--- src/rtl/core/ptdc_pkg.sv ---
// Shared constants and controller/datapath interface types for the palindromic tree block.
package ptdc_pkg;

	localparam int MAX_LEN     = 4096;
	localparam int ALPHA       = 26;
	localparam int NODES       = MAX_LEN + 2;
	localparam int CHILD_DEPTH = NODES * ALPHA;
	localparam int SYM_W       = 5;
	localparam int NODE_W      = $clog2(NODES);
	localparam int POS_W       = $clog2(MAX_LEN + 1);
	localparam int CHILD_AW    = $clog2(CHILD_DEPTH);

	localparam logic [NODE_W-1:0] EVEN_ROOT = NODE_W'(0);
	localparam logic [NODE_W-1:0] ODD_ROOT  = NODE_W'(1);

	typedef enum logic [3:0] {
		ST_CLEAR,
		ST_IDLE,
		ST_WRD,
		ST_WIDX,
		ST_WCMP,
		ST_CRD,
		ST_CCHK,
		ST_QRD,
		ST_QCHK,
		ST_FIN
	} ptdc_state_t;

	typedef struct packed {
		logic accept;
		logic clr_wr;
		logic walk_rd;
		logic walk_idx;
		logic walk_step;
		logic latch_rt;
		logic latch_q;
		logic rd_child_q;
		logic create;
		logic take_child;
		logic link_new;
		logic out_load;
	} ptdc_cmd_t;

	typedef struct packed {
		logic full;
		logic bad_sym;
		logic odd_hit;
		logic match;
		logic grow;
		logic clr_done;
		logic out_busy;
	} ptdc_status_t;

endpackage

--- src/rtl/core/ptdc_ctrl.sv ---
// Sequencer for the palindromic tree: clearing sweep, suffix-link walks and node creation.
module ptdc_ctrl
	import ptdc_pkg::*;
(
	input  logic         clk,
	input  logic         arst_n,
	input  logic         symbol_valid,
	input  ptdc_status_t status,
	output logic         symbol_stall,
	output ptdc_cmd_t    cmd
);

	ptdc_state_t state_q, state_d;
	logic        walk2_q, walk2_d;

	always_ff @(posedge clk or negedge arst_n) begin
		if (!arst_n) begin
			state_q <= ST_CLEAR;
			walk2_q <= 1'b0;
		end else begin
			state_q <= state_d;
			walk2_q <= walk2_d;
		end
	end

	always_comb begin
		state_d      = state_q;
		walk2_d      = walk2_q;
		cmd          = '0;
		symbol_stall = 1'b1;
		case (state_q)
			ST_CLEAR: begin
				cmd.clr_wr = 1'b1;
				if (status.clr_done) state_d = ST_IDLE;
			end
			ST_IDLE: begin
				symbol_stall = 1'b0;
				if (symbol_valid) begin
					cmd.accept = 1'b1;
					walk2_d    = 1'b0;
					if (status.full || status.bad_sym) state_d = ST_FIN;
					else state_d = ST_WRD;
				end
			end
			ST_WRD: begin
				// odd root always mirrors: finish without reading
				if (status.odd_hit) begin
					if (walk2_q) begin
						cmd.latch_q = 1'b1;
						state_d     = ST_QRD;
					end else begin
						cmd.latch_rt = 1'b1;
						state_d      = ST_CRD;
					end
				end else begin
					cmd.walk_rd = 1'b1;
					state_d     = ST_WIDX;
				end
			end
			ST_WIDX: begin
				cmd.walk_idx = 1'b1;
				state_d      = ST_WCMP;
			end
			ST_WCMP: begin
				if (status.match) begin
					if (walk2_q) begin
						cmd.latch_q = 1'b1;
						state_d     = ST_QRD;
					end else begin
						cmd.latch_rt = 1'b1;
						state_d      = ST_CRD;
					end
				end else begin
					cmd.walk_step = 1'b1;
					state_d       = ST_WRD;
				end
			end
			ST_CRD: begin
				state_d = ST_CCHK;
			end
			ST_CCHK: begin
				if (status.grow) begin
					cmd.create = 1'b1;
					walk2_d    = 1'b1;
					state_d    = ST_WRD;
				end else begin
					cmd.take_child = 1'b1;
					state_d        = ST_FIN;
				end
			end
			ST_QRD: begin
				cmd.rd_child_q = 1'b1;
				state_d        = ST_QCHK;
			end
			ST_QCHK: begin
				cmd.link_new = 1'b1;
				state_d      = ST_FIN;
			end
			ST_FIN: begin
				// hold while the previous word is still waiting
				if (!status.out_busy) begin
					cmd.out_load = 1'b1;
					state_d      = ST_IDLE;
				end
			end
			default: begin
				state_d = ST_IDLE;
			end
		endcase
	end

	assert property (@(posedge clk) disable iff (!arst_n)
		cmd.create |=> state_q == ST_WRD && walk2_q)
		else $error("node creation did not start the link walk");
	assert property (@(posedge clk) disable iff (!arst_n)
		cmd.accept |-> state_q == ST_IDLE && !symbol_stall)
		else $error("word taken outside idle");
	assert property (@(posedge clk) disable iff (!arst_n)
		cmd.out_load |=> state_q == ST_IDLE)
		else $error("result loaded without returning to idle");

endmodule

--- config.mk ---
export PLATFORM = sky130hd
export DESIGN_NAME = ptdc_ctrl
export DESIGN_NICKNAME = d
export VERILOG_FILES = /design/src/rtl/core/ptdc_pkg.sv /design/src/rtl/core/ptdc_ctrl.sv
export SDC_FILE = /design/constraint.sdc
export NUM_CORES = 1
export LEC_CHECK = 0
export BUFFER_PORTS_ARGS = -buffer_cell sky130_fd_sc_hd__buf_4
export CAP_MARGIN = 25
export CORE_AREA = 10 10 47 49
export CTS_CLUSTER_SIZE = 25
export DETAILED_ROUTE_END_ITERATION = 8
export DIE_AREA = 0 0 57 59
export GPL_TIMING_DRIVEN = 0
export PLACE_DENSITY = 0.66
export SYNTH_ARGS = -nofsm -noshare
export SYNTH_HDL_FRONTEND = slang
export SYNTH_SLANG_ARGS = --single-unit
--- constraint.sdc ---
create_clock -name clk -period 1.6 [get_ports clk]
set_input_delay 0.24 -clock clk [delete_from_list [all_inputs] [get_ports clk]]
set_output_delay 0.24 -clock clk [all_outputs]
set_load 0.01 [all_outputs]
==> results of run 1 <==
==> layer usage <==
| metal | global-route usage, % | wire length (um) | vias to the layer above |
|---|---|---|---|
| li1 | - | - | 293 |
| met1 | 10.35 | 756 | 270 |
| met2 | 17.52 | 879 | 24 |
| met3 | 4.292 | 113 | 4 |
| met4 | 2.013 | 24 | 0 |
| met5 | 0 | 0 | - |
==> final timing paths <==
kind | slack [ps] | to | startpoint | depth (start not counted)
hold reg to reg | 710 | state_q[2] | state_q[3] | 2
hold / removal | 230 | state_q[3] | status[0] | 2
max in group asynchronous | 1160 | state_q[3] | arst_n | 2
setup reg to reg | 70 | state_q[3] | state_q[2] | 9
setup / recovery | -130 | symbol_stall | state_q[2] | 7
min in group asynchronous | 340 | state_q[1] | arst_n | 2
==> area by class of cell <==
class,count,area (sq um)
tap,16,20.02
fill,115,460.4
buffer,4,37.54
inverter,6,22.52
clock buffer,4,26.28
sequential,5,125.1
timing repair buffer,34,272.8
multi-input combinational,45,436.7
==> registers in the layout, indices dropped and copies added (netlist names) <==
register,cells
state_q,4
walk2_q,1
==> where the power goes <==
part | switching, W | leakage (nW) | internal (W) | total [W]
logic | 0.000611 | 0.329 | 0.000585 | 0.00120
registers | 0.0000411 | 0.0646 | 0.000169 | 0.000210
clock network | 0.0000504 | 0.0150 | 0.0000942 | 0.000145
total | 0.000702 | 0.409 | 0.000848 | 0.00155
==> placed cells by master (no fill, tap or decap) <==
master         instances
a211oi_1               3
o2bb2ai_1              1
and2_4                 1
inv_1                  4
buf_8                  1
buf_4                 32
a2bb2oi_1              1
nor3_4                 3
dfrtp_1                5
nand2_2                1
o32ai_2                1
nor4_2                 1
nor4_4                 2
nand2b_2               1
dlygate4sd3_1          1
inv_2                  2
nor3_2                 1
o21bai_1               2
nand2_4                1
o21ai_0                3
nand2b_4               2
clkbuf_1               1
a2111oi_4              3
nor2_4                 1
clkbuf_4               3
nand2_1                1
buf_6                  4
nor2b_2                1
a21oi_1                4
nor3_1                 3
nor2_1                 7
nand2b_1               1
==> kinds of logic (layout without fill, tap and decap cells) <==
kind of cell | Yosys count | in the layout | share of synthesized area (%)
DFF | 5 | 5 | 24.88
buffers and inverters | 10 | 48 | 11.19
and+or+nand+nor | 27 | 27 | 31.35
AOI/OAI and AO/OA | 18 | 18 | 32.59
==> stage by stage <==
stage	instances	utilization, %	total power (W)
global placement	98	49.11	0.0009724
CTS	107	60.54	0.001344
detailed placement	98	49.11	0.0009759
floorplan	60	-	0.0007446
global route	114	67.14	0.001651
finish	114	67.14	0.001550
==> repair_timing <==
item / CTS / global route
hold buffers: 1 / 0
resized for setup: 17 / 8
pin swaps: 6 / 5
setup endpoints to repair: 4 / 11
setup buffers: 4 / 7
endpoints found under the hold margin: 5 / 0
==> flow_metrics.env, run 1 <==
export IMPL_cts_buffer_depth=2
export IMPL_synthFlopType="dfrtp_1"
export IMPL_antenna_cells=0
export IMPL_die_w_um=57
export IMPL_antenna_found_initial=0
export IMPL_drt_iter0_drc=14
export IMPL_cp_cell_sequence="buf_6 -> buf_4 -> buf_8 -> nor3_4 -> buf_4 -> inv_2 -> buf_4"
export IMPL_postSynthAreaPerCell_sq_um=8.383
export IMPL_endpoint_kind="primary output"
export IMPL_yosysSeqAreaShare_pct=24.88
export IMPL_worst_pin_slew_ps=281.9
export IMPL_violations="negative setup slack"
export IMPL_firstDrtPassIters=4
export IMPL_grt_pass1_vias=622
export IMPL_ioPinCount=23
export IMPL_start_util_pct=35.89
export IMPL_cp_required_ps=1360
export IMPL_hold_class="in2reg"
export IMPL_clock_latency_ps=240
export IMPL_drt_wirelength_per_cell_um=15.56
export IMPL_cts_made_buffers=3
export IMPL_grt_max_degree=11
export IMPL_synth_most_common_cell="nor2_1"
export IMPL_yosys_area_top_type="dfrtp_1"
export IMPL_ys_top_cells_by_count="8 x nor2_1, 5 x dfrtp_1, 4 x a21oi_1, 4 x inv_1, 4 x nor3_1"
export IMPL_synth_edf_count=0
export IMPL_place_ws_ps=18.74
export IMPL_h_tree_depth=1
export IMPL_vias_per_cell=5.184
export IMPL_overflow=0
export IMPL_setup_tns_ps=-553.7
export IMPL_power_density_nw_per_um2=1648
export IMPL_ys_types=24
export IMPL_timing_hold_ws_ps=228.1
export IMPL_place_area_sq_um=688.2
export IMPL_drc=0
export IMPL_clk_pin_slew_ps=40
export IMPL_drive_gt1_share_pct=62.24
export IMPL_ys_warn_count=0
export IMPL_timing_final_crit_share_pct=108.0
export IMPL_leakage_nw=0.4086
export IMPL_worstPathMaxFanout=7
export IMPL_core_sq_um=1401
export IMPL_slew_headroom_pct=81.21
export IMPL_cp_common_cell="buf_4"
export IMPL_areaGrowthSynthToFinish_pct=87.06
export IMPL_peakVddDrop_mv=1.107
export IMPL_drv_slew=0
export IMPL_gp_congestion=0.8123
export IMPL_critPathBufInv=6
export IMPL_setup_slack_ps=-128.3
export IMPL_status="finished with violations"
export IMPL_path_class="reg2out"
export IMPL_fin_area_sq_um=940.9
export IMPL_postSynth_asyncResetShare_pct=100.0
export IMPL_critPathMaxStageDelay_ps=380
export IMPL_hpwl_um=1173
export IMPL_clock_fmax_mhz=578.6
export IMPL_nets=109
export IMPL_cp_top_family="buffers and inverters"
export IMPL_syn_area_sq_um=503.0
export IMPL_arrival_ps=1490
export IMPL_crit_path_start_kind="register"
export IMPL_clock_root_buffer="clkbuf_4"
export IMPL_yosys_area_top_type_share_pct=24.88
export IMPL_grt_usage_pct=9.770
export IMPL_rsz0062_at_grt="yes"
export IMPL_port_buffer_count=22
export IMPL_vias=591
export IMPL_ys_seq_elements=5
export IMPL_rows=14
export IMPL_die_h_um=59
export IMPL_drv_cap=0
export IMPL_die_area_sq_um=3363
export IMPL_routed_wl_um=1774
export IMPL_timing_final_crit_period_ps=1728
export IMPL_postRouteAntennaNets=0
export IMPL_cts_tree="done"
export IMPL_syn_inst=60
export IMPL_synth_area_leaders="dfrtp_1 25%, nor3_2 6.0%, a2111oi_2 6.0%"
export IMPL_cts_sinks=5
export IMPL_finClkSkew_ps=2.955
export IMPL_slowest_stage="dfrtp_1"
export IMPL_grt_pass1_wl_um=2732
export IMPL_hold_viol=0
export IMPL_setup_violations_final=8
export IMPL_syn_num_nets=70
No activity file was read; power rests on OpenSTA's default activity.
==> inputs of run 2 (changes only) <==
--- a/config.mk
+++ b/config.mk
@@ -7,12 +7,15 @@
 export LEC_CHECK = 0
 export BUFFER_PORTS_ARGS = -buffer_cell sky130_fd_sc_hd__buf_4
 export CAP_MARGIN = 25
-export CORE_AREA = 10 10 47 49
+export CELL_PAD_IN_SITES_DETAIL_PLACEMENT = 0
+export CELL_PAD_IN_SITES_GLOBAL_PLACEMENT = 2
+export CORE_ASPECT_RATIO = 1.1
+export CORE_MARGIN = 2
+export CORE_UTILIZATION = 24
 export CTS_CLUSTER_SIZE = 25
 export DETAILED_ROUTE_END_ITERATION = 8
-export DIE_AREA = 0 0 57 59
 export GPL_TIMING_DRIVEN = 0
-export PLACE_DENSITY = 0.66
+export PLACE_DENSITY = 0.75
 export SYNTH_ARGS = -nofsm -noshare
 export SYNTH_HDL_FRONTEND = slang
 export SYNTH_SLANG_ARGS = --single-unit
==> run 2 against run 1 <==
  * The run still ends with negative setup slack left
  * Highest routed layer is now met3
  * Global-route usage increased by 4.3 points
  * First-iteration DRC count decreased by 79%
  * Critical path type unchanged
  * Worst hold slack got worse by 4.7 ps
  * Wire length decreased by 14%
  * Critical path depth decreased by 1
  * Sequential share of layout area increased by 0.59 points
  * Sequential power about the same
  * Design area decreased by 4.3%
  * Clock power about the same
  * Total power decreased by 8.6%
  * Count of clock-buffer cells in the layout unchanged
==> flow_metrics.env, run 2 (same netlist as run 1, synthesis figures left out) <==
export IMPL_setup_slack_ps=-105.5
export IMPL_drc=0
export IMPL_cp_top_family="flip-flops"
export IMPL_wl_met3_um=94
export IMPL_die_h_um=52.02
export IMPL_clock_root_buffer="clkbuf_4"
export IMPL_start_util_pct=25.16
export IMPL_grt_pass1_vias=577
export IMPL_worst_pin_slew_ps=251.8
export IMPL_path_class="reg2out"
export IMPL_top_layer="met3"
export IMPL_cts_made_buffers=3
export IMPL_clk_pin_slew_ps=40
export IMPL_grt_pass1_wl_um=2470
export IMPL_slew_headroom_pct=83.18
export IMPL_arrival_ps=1470
export IMPL_die_w_um=47.65
export IMPL_drive_gt1_share_pct=60.64
export IMPL_timing_final_crit_period_ps=1706
export IMPL_drt_wirelength_per_cell_um=12.48
export IMPL_grt_usage_pct=14.02
export IMPL_mostFrequentLayoutCells="31 x buf_4, 6 x nor2_1, 5 x dfrtp_1, 4 x inv_1, 4 x a21oi_1"
export IMPL_drv_slew=0
export IMPL_port_buffer_count=22
export IMPL_cts_buffer_depth=2
export IMPL_firstDrtPassIters=2
export IMPL_place_ws_ps=48.67
export IMPL_met1Wirelength_um=668
export IMPL_endpoint_kind="primary output"
export IMPL_cts_sinks=5
export IMPL_leakage_nw=0.3713
export IMPL_hold_class="in2reg"
export IMPL_cts_tree="done"
export IMPL_setup_tns_ps=-274.2
export IMPL_postRouteAntennaNets=0
export IMPL_crit_path_start_kind="register"
export IMPL_gp_congestion=0.7272
export IMPL_vias=572
export IMPL_layout_commonest_cell="buf_4"
export IMPL_violations="negative setup slack"
export IMPL_antenna_cells=0
export IMPL_ff2ff_setup_slack_ps=40
export IMPL_drv_cap=0
export IMPL_areaGrowthSynthToFinish_pct=79.10
export IMPL_grt_max_degree=11
export IMPL_slowest_stage="dfrtp_1"
export IMPL_antenna_found_initial=0
export IMPL_dr_wl_met2_um=760
export IMPL_finClkSkew_ps=0.6586
export IMPL_crit_start="state_q[2]"
export IMPL_fill_cells=222
export IMPL_power_density_nw_per_um2=1573
export IMPL_hold_viol=0
export IMPL_worstPathMaxFanout=4
export IMPL_status="finished with violations"
export IMPL_finish_utilization_pct=45.06
export IMPL_largest_reg_flops=4
export IMPL_vias_per_cell=4.689
export IMPL_critPathMaxStageDelay_ps=360
export IMPL_timing_final_crit_share_pct=106.6
export IMPL_setup_violations_final=6
export IMPL_nets=105
export IMPL_hp_start="status[0]"
export IMPL_hpwl_um=1108
export IMPL_h_tree_depth=1
export IMPL_regMostFlops="state_q"
export IMPL_rows=17
export IMPL_seqCellArea_sq_um=125.1
export IMPL_r2r_start="state_q[2]"
export IMPL_cp_cell_sequence="buf_6 -> inv_4 -> nor2_4 -> nand2_2 -> a2111oi_2 -> buf_4"
export IMPL_reg_top3="state_q x4, walk2_q x1"
export IMPL_peakVddDrop_mv=0.8428
export IMPL_die_area_sq_um=2479
export IMPL_clock_fmax_mhz=586.3
export IMPL_multi_input_area_sq_um=424.2
export IMPL_cp_required_ps=1360
export IMPL_clock_latency_ps=240
export IMPL_critPathBufInv=3
export IMPL_core_sq_um=1999
export IMPL_routed_wl_um=1523
export IMPL_ioPinCount=23
export IMPL_overflow=0
export IMPL_rsz0062_at_grt="yes"
export IMPL_drt_iter0_drc=3
[run 2: final timing paths]
path	endpoint	depth (start not counted)
min in group asynchronous	state_q[2]	2
min reg2reg	state_q[2]	4
max reg2reg	state_q[1]	7
max	cmd[6]	6
max in group asynchronous	state_q[1]	2
min	state_q[3]	2
[run 2: layout make-up]
type	count	area share [%]
clock buffers	4	2.917
inverters	6	2.778
flip-flops and latches	5	13.89
well taps	28	3.889
repair buffers	30	25.28
multi-input cells	45	47.08
plain buffers	4	4.167
[run 2: report_power, final]
part	switching, W	internal, W	total, W
sequential	0.0000388	0.000169	0.000208
combinational	0.000576	0.000487	0.00106
clock	0.0000522	0.0000943	0.000146
total	0.000667	0.000750	0.00142
[run 2: metal layers]
metal	GRT usage [%]	up-vias
li1	-	283
met1	17.55	269
met2	23.87	20
met3	2.431	0
met4	4.054	0
met5	0	-
[run 2: what timing repair did]
| action | in CTS | in global routing |
|---|---|---|
| hold buffers | 1 | 0 |
| endpoints found under the hold margin | 5 | 0 |
| endpoints found under the setup margin | 5 | 12 |
| pin swaps | 5 | 1 |
| gates resized for setup | 12 | 8 |
| buffers inserted | 5 | 2 |
[run 2: per-stage QoR]
stage               power (W)  instance area [sq um]  hold slack, ps  std cells
global placement     0.001003                  703.2           40.71        110
global route         0.001528                  900.9           238.5        122
detailed placement  0.0009880                  703.2           44.86        110
finish               0.001417                  900.9           223.4        122
CTS                  0.001359                  833.3           219.6        120
floorplan           0.0007446                  503.0          -55.59         60
==> inputs of run 3 (changes only) <==
==> constraint.sdc (replaced) <==
create_clock -name clk -period 1.6 [get_ports clk]
set_input_delay 0.24 -clock clk [delete_from_list [all_inputs] [get_ports clk]]
set_output_delay 0.24 -clock clk [all_outputs]
set_load 0.005 [all_outputs]
==> run 3 against run 2 <==
  * The run still ends with negative setup slack left
  * Via count decreased by 1.2%
  * Flip-flop and latch count unchanged
  * Register-to-register slack about the same
  * Worst hold slack about the same
  * First-iteration DRC count unchanged
  * Combinational power about the same
  * Count of clock-buffer cells in the layout unchanged
  * Design area increased by 0.97%
  * Setup slack improved by 10 ps
==> flow_metrics.env, run 3 (same netlist as run 1, synthesis figures left out) <==
export IMPL_status="finished with violations"
export IMPL_violations="negative setup slack"
export IMPL_firstDrtPassIters=3
export IMPL_postRouteAntennaNets=0
export IMPL_grt_usage_pct=14.10
export IMPL_drt_iter0_drc=3
export IMPL_vias=565
export IMPL_grt_max_degree=11
export IMPL_gp_congestion=0.7272
export IMPL_dr_wl_met2_um=810
export IMPL_grt_pass1_wl_um=2490
export IMPL_clock_fmax_mhz=589.9
export IMPL_layout_commonest_cell="buf_4"
export IMPL_drv_slew=0
export IMPL_slowest_stage="dfrtp_1"
export IMPL_worstPathMaxFanout=4
export IMPL_mostFrequentLayoutCells="31 x buf_4, 6 x nor2_1, 5 x dfrtp_1, 4 x inv_1, 4 x a21oi_1"
export IMPL_largest_reg_flops=4
export IMPL_cts_buffer_depth=2
export IMPL_cts_sinks=5
export IMPL_start_util_pct=25.16
export IMPL_peakVddDrop_mv=0.8507
export IMPL_die_w_um=47.65
export IMPL_cts_tree="done"
export IMPL_port_buffer_count=22
export IMPL_clock_root_buffer="clkbuf_4"
export IMPL_wl_met3_um=91
export IMPL_timing_hold_ws_ps=223.5
export IMPL_drv_cap=0
export IMPL_slew_headroom_pct=83.18
export IMPL_cp_top_family="flip-flops"
export IMPL_setup_slack_ps=-95.16
export IMPL_finish_utilization_pct=45.49
export IMPL_hold_class="in2reg"
export IMPL_power_density_nw_per_um2=1543
export IMPL_finClkSkew_ps=0.6584
export IMPL_drive_gt1_share_pct=60.64
export IMPL_timing_final_crit_period_ps=1695
export IMPL_top_layer="met3"
export IMPL_worst_pin_slew_ps=251.8
export IMPL_leakage_nw=0.3718
export IMPL_cp_cell_sequence="buf_6 -> inv_4 -> nor2_4 -> nand2_2 -> a2111oi_2 -> buf_4"
export IMPL_crit_start="state_q[2]"
export IMPL_drc=0
export IMPL_clk_pin_slew_ps=40
export IMPL_place_ws_ps=60.02
export IMPL_comb_power_share_pct=74.7
export IMPL_areaGrowthSynthToFinish_pct=80.85
export IMPL_cp_required_ps=1360
export IMPL_overflow=0
export IMPL_h_tree_depth=1
export IMPL_regMostFlops="state_q"
export IMPL_fill_cells=221
export IMPL_setup_tns_ps=-221.4
export IMPL_nets=105
export IMPL_power_frac_clock_pct=10.4
export IMPL_clock_latency_ps=240
export IMPL_vias_per_cell=4.631
export IMPL_power_switching_w=0.0006538
export IMPL_r2r_start="state_q[2]"
export IMPL_rows=17
export IMPL_ioPinCount=23
export IMPL_drt_wirelength_per_cell_um=13.16
export IMPL_routed_wl_um=1605
export IMPL_cts_made_buffers=3
export IMPL_hold_viol=0
export IMPL_power_w=0.001404
export IMPL_crit_path_start_kind="register"
export IMPL_hpwl_um=1108
export IMPL_grt_pass1_vias=572
export IMPL_rsz0062_at_grt="yes"
export IMPL_antenna_found_initial=0
export IMPL_swShare_pct=46.58
export IMPL_die_h_um=52.02
export IMPL_core_sq_um=1999
export IMPL_path_class="reg2out"
export IMPL_arrival_ps=1460
export IMPL_die_area_sq_um=2479
export IMPL_setup_violations_final=6
export IMPL_p_seq_share_pct=14.9
export IMPL_internal_power_w=0.0007497
export IMPL_hp_start="status[0]"
export IMPL_critPathBufInv=3
export IMPL_met1Wirelength_um=703
export IMPL_timing_final_crit_share_pct=105.9
export IMPL_reg_top3="state_q x4, walk2_q x1"
export IMPL_critPathMaxStageDelay_ps=360
export IMPL_endpoint_kind="primary output"
export IMPL_antenna_cells=0
## run 3: final cells by class
cell class / count / area (sq um) / share of cell area, %
multi-input combinational: 45 / 432.9 / 47.59
buffer: 4 / 37.54 / 4.127
timing repair buffer: 30 / 227.7 / 25.03
clock buffer: 4 / 26.28 / 2.889
tap: 28 / 35.03 / 3.851
sequential: 5 / 125.1 / 13.76
inverter: 6 / 25.02 / 2.751
## run 3: worst paths after layout
| check | slack [ps] | cells after the start | endpoint |
|---|---|---|---|
| hold reg to reg | 690 | 4 | state_q[2] |
| setup / recovery | -100 | 6 | cmd[6] |
| max in group asynchronous | 1150 | 2 | state_q[1] |
| setup reg to reg | 40 | 7 | state_q[1] |
| min in group asynchronous | 340 | 2 | state_q[2] |
| hold / removal | 220 | 2 | state_q[3] |
## run 3: power groups by stage
stage / logic (W) / registers, W / clock network, W
2_1_floorplan: 0.000519 / 0.000198 / 0
3_3_place_gp: 0.000768 / 0.000206 / 0
3_5_place_dp: 0.000753 / 0.000207 / 0
4_1_cts: 0.000971 / 0.000207 / 0.000154
5_1_grt: 0.00114 / 0.000216 / 0.000164
6_report: 0.00105 / 0.000209 / 0.000146
## run 3: through the flow
stage,cell area [sq um],cells
finish,909.6,122
CTS,837.1,120
detailed placement,703.2,110
global route,909.6,122
floorplan,503.0,60
global placement,703.2,110
## run 3: layer usage
| metal | track usage, % | vias to the layer above |
|---|---|---|
| li1 | - | 285 |
| met1 | 17.80 | 260 |
| met2 | 23.87 | 20 |
| met3 | 2.431 | 0 |
| met4 | 4.054 | 0 |
| met5 | 0 | - |
## run 3: repair_timing
action | in CTS | in global routing
hold endpoints to repair | 5 | 0
gates resized for setup | 12 | 9
setup endpoints to repair | 4 | 12
pin swaps | 5 | 1
hold buffers | 1 | 0
setup buffers | 5 | 2
